<file path="src/rtl/stq_pkg.sv">
// ----------------------------------------------------------------------------
// stq_pkg: shared types and constants of the sorted timer queue
// Operation and status codes, cell command and cell state records.
// ----------------------------------------------------------------------------
package stq_pkg;

  localparam int ID_W     = 16;
  localparam int EXP_W    = 32;
  localparam int MAX_POPS = 16;                // most reports one tick may give
  localparam int POP_W    = $clog2(MAX_POPS);

  typedef enum logic [1:0] {
    OP_ADD    = 2'd0,
    OP_ADJUST = 2'd1,
    OP_DELETE = 2'd2,
    OP_TICK   = 2'd3
  } op_t;

  typedef enum logic [1:0] {
    ST_OK        = 2'd0,
    ST_FULL      = 2'd1,
    ST_NOT_FOUND = 2'd2,
    ST_NONE_DUE  = 2'd3
  } status_t;

  localparam logic KIND_STATUS  = 1'b0;
  localparam logic KIND_EXPIRED = 1'b1;

  typedef enum logic [1:0] {
    S_IDLE,
    S_REINSERT,
    S_TICK
  } state_t;

  typedef enum logic [1:0] {
    CMD_HOLD,
    CMD_INSERT,
    CMD_SHIFT
  } cell_cmd_t;

  // broadcast to every cell
  typedef struct packed {
    cell_cmd_t          cmd;
    logic [ID_W-1:0]    id;
    logic [EXP_W-1:0]   expiry;
  } cell_ctl_t;

  // contents of one cell
  typedef struct packed {
    logic               valid;
    logic [ID_W-1:0]    id;
    logic [EXP_W-1:0]   expiry;
  } cell_state_t;

endpackage

</file>
<file path="src/rtl/stq_cell.sv">
// ----------------------------------------------------------------------------
// stq_cell: one slot of the sorted timer chain
// Holds one timer; on insert it takes the new key or its front neighbour,
// on shift it takes its back neighbour.
// ----------------------------------------------------------------------------
module stq_cell (
  input  logic                clk,
  input  logic                rst,
  input  stq_pkg::cell_ctl_t  ctl,
  input  logic                shift,       // removal at or in front of this cell
  input  stq_pkg::cell_state_t front,      // neighbour nearer the head
  input  logic                front_gt,
  input  stq_pkg::cell_state_t back,       // neighbour nearer the tail
  output stq_pkg::cell_state_t cur,
  output logic                gt,          // insert point at or in front of here
  output logic                match
);

  stq_pkg::cell_state_t cur_next;

  assign gt    = !cur.valid || (cur.expiry > ctl.expiry);
  assign match = cur.valid && (cur.id == ctl.id);

  always_comb begin
    cur_next = cur;
    case (ctl.cmd)
      stq_pkg::CMD_INSERT: begin
        if (gt) begin
          if (front_gt) begin
            cur_next = front;
          end else begin
            cur_next.valid  = 1'b1;
            cur_next.id     = ctl.id;
            cur_next.expiry = ctl.expiry;
          end
        end
      end
      stq_pkg::CMD_SHIFT: begin
        if (shift) cur_next = back;
      end
      default: cur_next = cur;
    endcase
  end

  always_ff @(posedge clk) begin
    cur.id     <= cur_next.id;
    cur.expiry <= cur_next.expiry;
    if (rst) begin
      cur.valid <= 1'b0;
    end else begin
      cur.valid <= cur_next.valid;
    end
  end

endmodule

</file>
<file path="src/rtl/sorted_timer_queue.sv">
// ----------------------------------------------------------------------------
// sorted_timer_queue: timers kept in ascending expiry order in a cell chain
// Add, adjust, delete and tick operations over a chain of CAPACITY cells,
// head at cell 0; equal expiries keep arrival order.
// ----------------------------------------------------------------------------
//  channel  | dir | tdata (low bit up)                       | tuser       | tlast
//  s_*      | in  | timer_id[15:0] expire_time[47:16]        | operation   | -
//           |     | now_time[79:48]                          |             |
//  m_*      | out | status[1:0] expired_id[17:2], zero pad   | result_kind | last
//
//  Add, delete: done as the operation is taken. Adjust: remove, then re-insert
//  in S_REINSERT. Tick: taken, then each S_TICK step pops the due head timer
//  (at most 16), or reports none due for a tick with nothing due.
//  Reset (rst, synchronous) empties the chain at once; no clearing pass.
//  A stalled m_tready holds the output register and, in a tick, the chain; a
//  new input is taken only when the block is idle and the output register frees.
// ----------------------------------------------------------------------------
module sorted_timer_queue #(
  parameter int CAPACITY = 16
) (
  input  logic        clk,
  input  logic        rst,
  input  logic        s_tvalid,
  output logic        s_tready,
  input  logic [79:0] s_tdata,   // timer_id, expire_time, now_time
  input  logic [1:0]  s_tuser,   // operation
  output logic        m_tvalid,
  input  logic        m_tready,
  output logic [23:0] m_tdata,   // status, expired_id, zero pad
  output logic        m_tuser,   // result_kind
  output logic        m_tlast
);

  // input fields
  logic [stq_pkg::ID_W-1:0]  in_id;
  logic [stq_pkg::EXP_W-1:0] in_exp;
  logic [stq_pkg::EXP_W-1:0] in_now;
  stq_pkg::op_t              in_op;

  assign in_id  = s_tdata[15:0];
  assign in_exp = s_tdata[47:16];
  assign in_now = s_tdata[79:48];
  assign in_op  = stq_pkg::op_t'(s_tuser);

  // held operands for the multi-cycle operations
  stq_pkg::state_t           state, state_next;
  logic [stq_pkg::ID_W-1:0]  id_r;
  logic [stq_pkg::EXP_W-1:0] exp_r;
  logic [stq_pkg::EXP_W-1:0] now_r;
  logic [stq_pkg::POP_W-1:0] pop_cnt, pop_cnt_next;

  // output register
  logic                      out_valid;
  logic                      out_kind;
  stq_pkg::status_t          out_status;
  logic [stq_pkg::ID_W-1:0]  out_id;
  logic                      out_last;

  logic                      emit;
  logic                      emit_kind;
  stq_pkg::status_t          emit_status;
  logic [stq_pkg::ID_W-1:0]  emit_id;
  logic                      emit_last;

  logic                      ofree;
  logic                      accept;

  // chain
  stq_pkg::cell_ctl_t        ctl;
  stq_pkg::cell_state_t      cs [CAPACITY];
  logic [CAPACITY-1:0]       gt_vec;
  logic [CAPACITY-1:0]       match_vec;
  logic [CAPACITY-1:0]       neg_match;
  logic [CAPACITY-1:0]       hit_tail;   // front-most match and all behind it
  logic [CAPACITY-1:0]       shift_vec;
  logic [CAPACITY-1:0]       valid_vec;
  logic                      found;
  logic                      full;
  logic                      due0, due1;

  assign ofree    = !out_valid || m_tready;
  assign s_tready = (state == stq_pkg::S_IDLE) && ofree;
  assign accept   = s_tvalid && s_tready;

  // x | -x sets every bit from the lowest set bit upward
  assign neg_match = ~match_vec + {{(CAPACITY-1){1'b0}}, 1'b1};
  assign hit_tail  = match_vec | neg_match;
  assign found     = |match_vec;
  assign full      = cs[CAPACITY-1].valid;
  assign due0      = cs[0].valid && (cs[0].expiry <= now_r);
  assign due1      = cs[1].valid && (cs[1].expiry <= now_r);

  for (genvar i = 0; i < CAPACITY; i++) begin : g_cell
    stq_pkg::cell_state_t front_s, back_s;
    logic                 front_gt;

    if (i == 0) begin : g_head
      assign front_s  = '0;
      assign front_gt = 1'b0;
    end else begin : g_mid
      assign front_s  = cs[i-1];
      assign front_gt = gt_vec[i-1];
    end
    if (i == CAPACITY-1) begin : g_tail
      assign back_s = '0;
    end else begin : g_body
      assign back_s = cs[i+1];
    end

    stq_cell u_cell (
      .clk      (clk),
      .rst      (rst),
      .ctl      (ctl),
      .shift    (shift_vec[i]),
      .front    (front_s),
      .front_gt (front_gt),
      .back     (back_s),
      .cur      (cs[i]),
      .gt       (gt_vec[i]),
      .match    (match_vec[i])
    );

    assign valid_vec[i] = cs[i].valid;
  end

  // sequencer: next state, chain command and the result to register
  always_comb begin
    state_next   = state;
    pop_cnt_next = pop_cnt;
    ctl.cmd      = stq_pkg::CMD_HOLD;
    ctl.id       = in_id;
    ctl.expiry   = in_exp;
    shift_vec    = hit_tail;
    emit         = 1'b0;
    emit_kind    = stq_pkg::KIND_STATUS;
    emit_status  = stq_pkg::ST_OK;
    emit_id      = '0;
    emit_last    = 1'b1;
    case (state)
      stq_pkg::S_IDLE: begin
        if (accept) begin
          case (in_op)
            stq_pkg::OP_ADD: begin
              emit = 1'b1;
              if (full) begin
                emit_status = stq_pkg::ST_FULL;
              end else begin
                ctl.cmd = stq_pkg::CMD_INSERT;
              end
            end
            stq_pkg::OP_ADJUST, stq_pkg::OP_DELETE: begin
              emit = 1'b1;
              if (!found) begin
                emit_status = stq_pkg::ST_NOT_FOUND;
              end else begin
                ctl.cmd = stq_pkg::CMD_SHIFT;
                if (in_op == stq_pkg::OP_ADJUST) state_next = stq_pkg::S_REINSERT;
              end
            end
            default: begin
              pop_cnt_next = '0;
              state_next   = stq_pkg::S_TICK;
            end
          endcase
        end
      end
      stq_pkg::S_REINSERT: begin
        // room is certain: one entry was just removed
        ctl.cmd    = stq_pkg::CMD_INSERT;
        ctl.id     = id_r;
        ctl.expiry = exp_r;
        state_next = stq_pkg::S_IDLE;
      end
      stq_pkg::S_TICK: begin
        if (ofree) begin
          emit = 1'b1;
          if (due0) begin
            shift_vec    = '1;
            ctl.cmd      = stq_pkg::CMD_SHIFT;
            emit_kind    = stq_pkg::KIND_EXPIRED;
            emit_id      = cs[0].id;
            emit_last    = !due1 || (pop_cnt == stq_pkg::POP_W'(stq_pkg::MAX_POPS - 1));
            pop_cnt_next = pop_cnt + 1'b1;
            if (emit_last) state_next = stq_pkg::S_IDLE;
          end else begin
            // reached only on the first step: later steps know ahead
            emit_status = stq_pkg::ST_NONE_DUE;
            state_next  = stq_pkg::S_IDLE;
          end
        end
      end
      default: state_next = stq_pkg::S_IDLE;
    endcase
  end

  always_ff @(posedge clk) begin
    if (rst) begin
      state <= stq_pkg::S_IDLE;
    end else begin
      state <= state_next;
    end
  end

  always_ff @(posedge clk) begin
    pop_cnt <= pop_cnt_next;
    if (accept) begin
      id_r  <= in_id;
      exp_r <= in_exp;
      now_r <= in_now;
    end
  end

  always_ff @(posedge clk) begin
    if (rst) begin
      out_valid <= 1'b0;
    end else if (emit) begin
      out_valid <= 1'b1;
    end else if (m_tready) begin
      out_valid <= 1'b0;
    end
  end

  always_ff @(posedge clk) begin
    if (emit) begin
      out_kind   <= emit_kind;
      out_status <= emit_status;
      out_id     <= emit_id;
      out_last   <= emit_last;
    end
  end

  assign m_tvalid = out_valid;
  assign m_tuser  = out_kind;
  assign m_tlast  = out_last;
  assign m_tdata  = {6'd0, out_id, out_status};

  // ordering of held timers: adjacent valid cells never step backwards
  logic order_ok;
  always_comb begin
    order_ok = 1'b1;
    for (int i = 1; i < CAPACITY; i++) begin
      if (cs[i].valid && (cs[i].expiry < cs[i-1].expiry)) order_ok = 1'b0;
    end
  end

  // valid cells always form an unbroken run from the head
  a_contiguous: assert property (@(posedge clk) disable iff (rst)
    (valid_vec & (valid_vec + {{(CAPACITY-1){1'b0}}, 1'b1})) == '0)
    else $error("valid cells not contiguous from the head");

  a_sorted: assert property (@(posedge clk) disable iff (rst) order_ok)
    else $error("chain out of expiry order");

  a_full_reply: assert property (@(posedge clk) disable iff (rst)
    accept && (in_op == stq_pkg::OP_ADD) && full |=>
      m_tvalid && (out_status == stq_pkg::ST_FULL) && !$changed(valid_vec))
    else $error("add to a full chain not refused");

  a_report_kind: assert property (@(posedge clk) disable iff (rst)
    m_tvalid && (m_tuser == stq_pkg::KIND_EXPIRED) |-> (out_status == stq_pkg::ST_OK))
    else $error("expired report with non-zero status");

  a_pop_shrinks: assert property (@(posedge clk) disable iff (rst)
    (state == stq_pkg::S_TICK) && emit && (emit_kind == stq_pkg::KIND_EXPIRED) |=>
      $countones(valid_vec) + 1 == $countones($past(valid_vec)))
    else $error("pop did not remove the head timer");

endmodule

</file>
<file path="config.mk">
export PLATFORM = sky130hd
export DESIGN_NAME = sorted_timer_queue
export DESIGN_NICKNAME = d
export VERILOG_FILES = /design/src/rtl/stq_pkg.sv /design/src/rtl/stq_cell.sv /design/src/rtl/sorted_timer_queue.sv
export SDC_FILE = /design/constraint.sdc
export NUM_CORES = 2
export LEC_CHECK = 0
export BUFFER_PORTS_ARGS = -buffer_cell sky130_fd_sc_hd__buf_2
export CAP_MARGIN = 20
export CORE_MARGIN = 10
export CORE_UTILIZATION = 30
export CTS_CLUSTER_SIZE = 16
export DETAILED_ROUTE_END_ITERATION = 8
export GPL_TIMING_DRIVEN = 0
export PLACE_DENSITY = 0.51
export SKIP_CTS_REPAIR_TIMING = 1
export SLEW_MARGIN = 0
export SYNTH_ARGS = -nofsm -noshare
export SYNTH_HDL_FRONTEND = slang
export SYNTH_SLANG_ARGS = --single-unit
</file>
<file path="constraint.sdc">
create_clock -name clk -period 11.85 [get_ports clk]
set_input_delay 2.9625 -clock clk [delete_from_list [all_inputs] [get_ports clk]]
set_output_delay 2.9625 -clock clk [all_outputs]
set_load 0.005 [all_outputs]
</file>
==> summary by stage <==
Finish
The final standard cell area without fillers is 0.06937 mm2. The post-layout instance count excluding filler cells is ~9000. The utilization after layout is 0.3422. The layout net count is around 7100.

The proportion of layout cells with a drive suffix above 1 is 0.07045. The area growth from synthesis to layout is 13.26%. The filler cell count is 20810.

Timing
Subtracting the final worst setup slack from the clock period gives 11340 ps. Setup repair after global routing left no endpoint under its margin. The final setup violation count is 0. For the pin with the worst max-slew slack, the measured transition is between 1000 and 1500 ps. The final worst clock skew is between 40 and 50 ps.

The final count of hold timing violations is 0. In the finished design, the share of the clock period the worst path needs comes to 0.9568. Hold timing on the final database bottoms out at a slack of between 500 and 600 ps. Static timing analysis puts the maximum clock frequency at 0.08820 GHz.

Measured against its own limit, the worst slew margin works out to 0.1692. The count of pins over their slew limit is 0. The slack of the critical path is just over 500 ps.

After routing, the total negative slack on setup checks comes to 0 ps.

Floorplan
114 I/O pins were placed. After floorplanning, the core was divided into ~170 placement rows. The floorplan die area is between 0.2 and 0.25 mm2. The core footprint is around 0.20 mm2. The die is 471.8 um wide. The floorplan step set the die height to approximately 470 um.

The starting utilization of the core area is 0.3021.

Drt
After the first detailed-routing iteration, the DRC count stood at approximately 5800. The first-pass detailed-route iteration total is 8. The final layout contains routed wiring with a total length of between 200000 and 300000 um. The wire length per cell after detailed routing is between 20 and 30 um. The DRC violation count after routing is 0.

Across all layers, the routed design uses ~52000 vias. The via density per instance is 5.677. The number of antenna-violating nets in the routed design is 0.

GRT
Global routing finished with a remaining overflow of 0. The number of global-route vias before repair is 51280. The first global-routing pass estimated ~360000 um of wire. The initial antenna violation count came to 5. For this run, the total global-route usage over all layers was measured as 0.2169.

Entering global routing, the biggest net connects 61 pins.

Critical path
The cell type with the highest occurrence count on the critical path is clkbuf_1. The critical path goes through buf_2 -> clkbuf_1 -> inv_1 -> mux2i_2 -> buf_6 -> buf_2 -> xor2_1 -> nor4_1 -> nand4_1 -> o31ai_1 -> a41oi_1 -> and4_1 -> nand4_1 -> a21o_1 -> ha_1 -> clkbuf_1 -> clkbuf_1 -> clkbuf_1 -> clkbuf_1 -> clkbuf_1 -> nand2_1 -> o21ai_0. The data required time at the worst endpoint is 12420 ps. The setup check on the worst reg-to-reg path leaves a slack of slightly above 2000 ps.

The endpoint kind of the worst setup timing path is a flop. The top fanout value on the critical path is 11. The worst setup path is launched from a primary input. The path type of the worst setup path is primary input to flop. The worst stage delay on the critical path is about 950 ps. The signal arrival time at the worst endpoint is approximately 12000 ps. The slowest stage of the critical path belongs to the cell clkbuf_1.

CTS
After clock tree synthesis, the clock-pin slew on the worst setup and hold paths is 60 ps. TritonCTS built the clock tree. The clock passes through at most 3 buffers. The number of clock buffers added by TritonCTS is 106. At the later pin of the worst-skew pair, clock insertion delay measures about 770 ps. The H-tree depth reported by CTS is 3. CTS saw about 890 sinks. CTS placed an instance of clkbuf_16 at the clock tree root.

Power and ir drop
The switching share of power is 0.2912. Of the total power, the clock network draws 0.394. Summing internal, switching and leakage power gives 8.351 mW. The power per cell area is ~120 mW/mm2. The combinational share of power is 0.148.

For this design the static power due to leakage is 25.37 nW. Of the total power, registers draw 0.458. Summed over all nets, the switching power comes to about 2.4 mW. The internal portion of the total power is around 5.9 mW. The maximum ir drop on the vdd rail is around 0.11 mV.

Place
After detailed placement, the total cell area comes to 0.06604 mm2. Routability-driven placement finished with a final weighted congestion of between 0.9 and 1. The pre-CTS setup slack is 28.50 ps. The number of input and output port buffers inserted is approximately 110. The count of placed standard cells including taps is around 9000. The estimated wirelength of the detail-placed design is 201700 um.

Yosys
In the synthesized netlist, the number of instances is between 6000 and 7000. Averaged over all synthesized cells, the footprint is around 10 um2. By count the netlist is led by nand2_1, o21ai_0, edfxtp_1.

The synthesized design contains about 900 register bits. The cell taking the most area after synthesis is edfxtp_1. Counting flops with an async set or reset pin after synthesis yields a share of 0.

The top cell type's share of synthesized area is 0.4275. The synthesized netlist occupies a cell area of slightly above 0.06 mm2. In this run, synthesis inferred around 870 flip-flops with an integrated enable. Yosys printed 0 warnings. The sequential area share after synthesis is 0.4337. Sorting the synthesized cells by area gives the leading types as edfxtp_1, ha_1, mux2i_1, o21ai_0, nand2_1.

The number of different library cells used by synthesis comes to 85. Among all flip-flop cells after synthesis, the most frequent one is edfxtp_1. Yosys instantiated no cell more often than nand2_1.

Run
The tool flagged a number of max-cap violations equal to 0.

Run status
The flow ran to the end, and the final reports show no timing, DRC or antenna violations.

Hold path
The path class of the lowest-slack min-delay path is flop to flop.
[cells by family after synthesis]
| family | Yosys count | share of synthesized area |
|---|---|---|
| and+or+nand+nor | 1652 | 0.1207 |
| AOI/OAI and AO/OA | 1623 | 0.1543 |
| DFF | 891 | 0.4337 |
| muxes | 590 | 0.09983 |
| adders and majority gates | 582 | 0.1189 |
| buffers and inverters | 553 | 0.03602 |
| xor gates and xnor gates | 255 | 0.03647 |
| other | 1 | 0.00006123 |
[layout make-up]
| class | instances | area [um2] | share of cell area |
|---|---|---|---|
| repair buffers | 152 | 1309 | 0.01887 |
| diodes | 4 | 10.01 | 0.0001443 |
| flip-flops and latches | 891 | 26570 | 0.3830 |
| clock inverters | 45 | 356.6 | 0.005141 |
| plain buffers | 397 | 1622 | 0.02338 |
| inverters | 156 | 585.6 | 0.008441 |
| clock buffers | 152 | 2958 | 0.04264 |
| well taps | 2672 | 3343 | 0.04820 |
| multi-input cells | 4708 | 32620 | 0.4702 |
[flip-flops by register name, indices dropped and copies added, names as in the netlist]
register / cells
now_r: 32
out_id: 16
out_status: 2
m_tlast: 1
state: 2
m_tuser: 1
pop_cnt: 4
g_cell.u_cell.cur: 784
id_r: 16
exp_r: 32
m_tvalid: 1
[cell usage in the layout (no fill, tap or decap), types with 15 or more instances in the layout]
cell type	synthesis	layout
nand2_1	978	978
o21ai_0	976	975
edfxtp_1	872	872
ha_1	582	582
mux2i_1	524	523
clkbuf_1	299	333
a21oi_1	188	185
nor2_1	173	173
inv_1	156	156
buf_2	36	144
xnor2_1	143	143
a21o_1	137	137
nand4_1	119	119
xor2_1	112	112
clkbuf_16	0	108
nor2b_1	70	70
a211oi_1	70	68
nor4_1	68	67
nor3_1	67	66
mux2_2	54	54
nand3_1	53	53
buf_1	46	46
nand2b_1	31	31
a221oi_1	27	27
o21a_1	30	26
o22ai_1	22	22
a2111oi_0	23	22
clkinv_1	0	21
and3_1	19	19
dfxtp_1	19	19
and2_1	24	18
o211ai_1	15	15
and4_1	15	15
buf_12	1	15
[per-layer routing]
layer  vias to the layer above  wire length, um  track usage
li1                      23380                -            -
met1                     25960           113100       0.3003
met2                      2282           111900       0.3389
met3                       478            18300      0.03356
met4                         4            11510      0.08353
met5                         -               20            0
[worst paths after layout]
check / from / end / cells after the start
min: g_cell[15].u_cell.cur[30] / g_cell[14].u_cell.cur[30] / 2
min reg2reg: g_cell[15].u_cell.cur[30] / g_cell[14].u_cell.cur[30] / 2
max: s_tdata[5] / g_cell[14].u_cell.cur[44] / 22
max reg2reg: state[1] / g_cell[1].u_cell.cur[11] / 20
[power by group through the flow]
stage	clock [mW]	combinational [mW]	sequential [mW]
after floorplan	0	0.774	3.81
after global placement	0	1.15	3.90
after CTS	3.32	1.22	3.82
after global routing	3.44	1.35	3.83
after detailed placement	0	1.21	3.88
final	3.29	1.24	3.82
[critical path: cells and delay by family]
kind	cells	cell delay [ps]
AOI/OAI and AO/OA	4	580
xor gates and xnor gates	1	120
adders and majority gates	1	170
buffers and inverters	10	5770
muxes	1	630
and+or+nand+nor	5	1640
No activity file was read; power rests on OpenSTA's default activity.
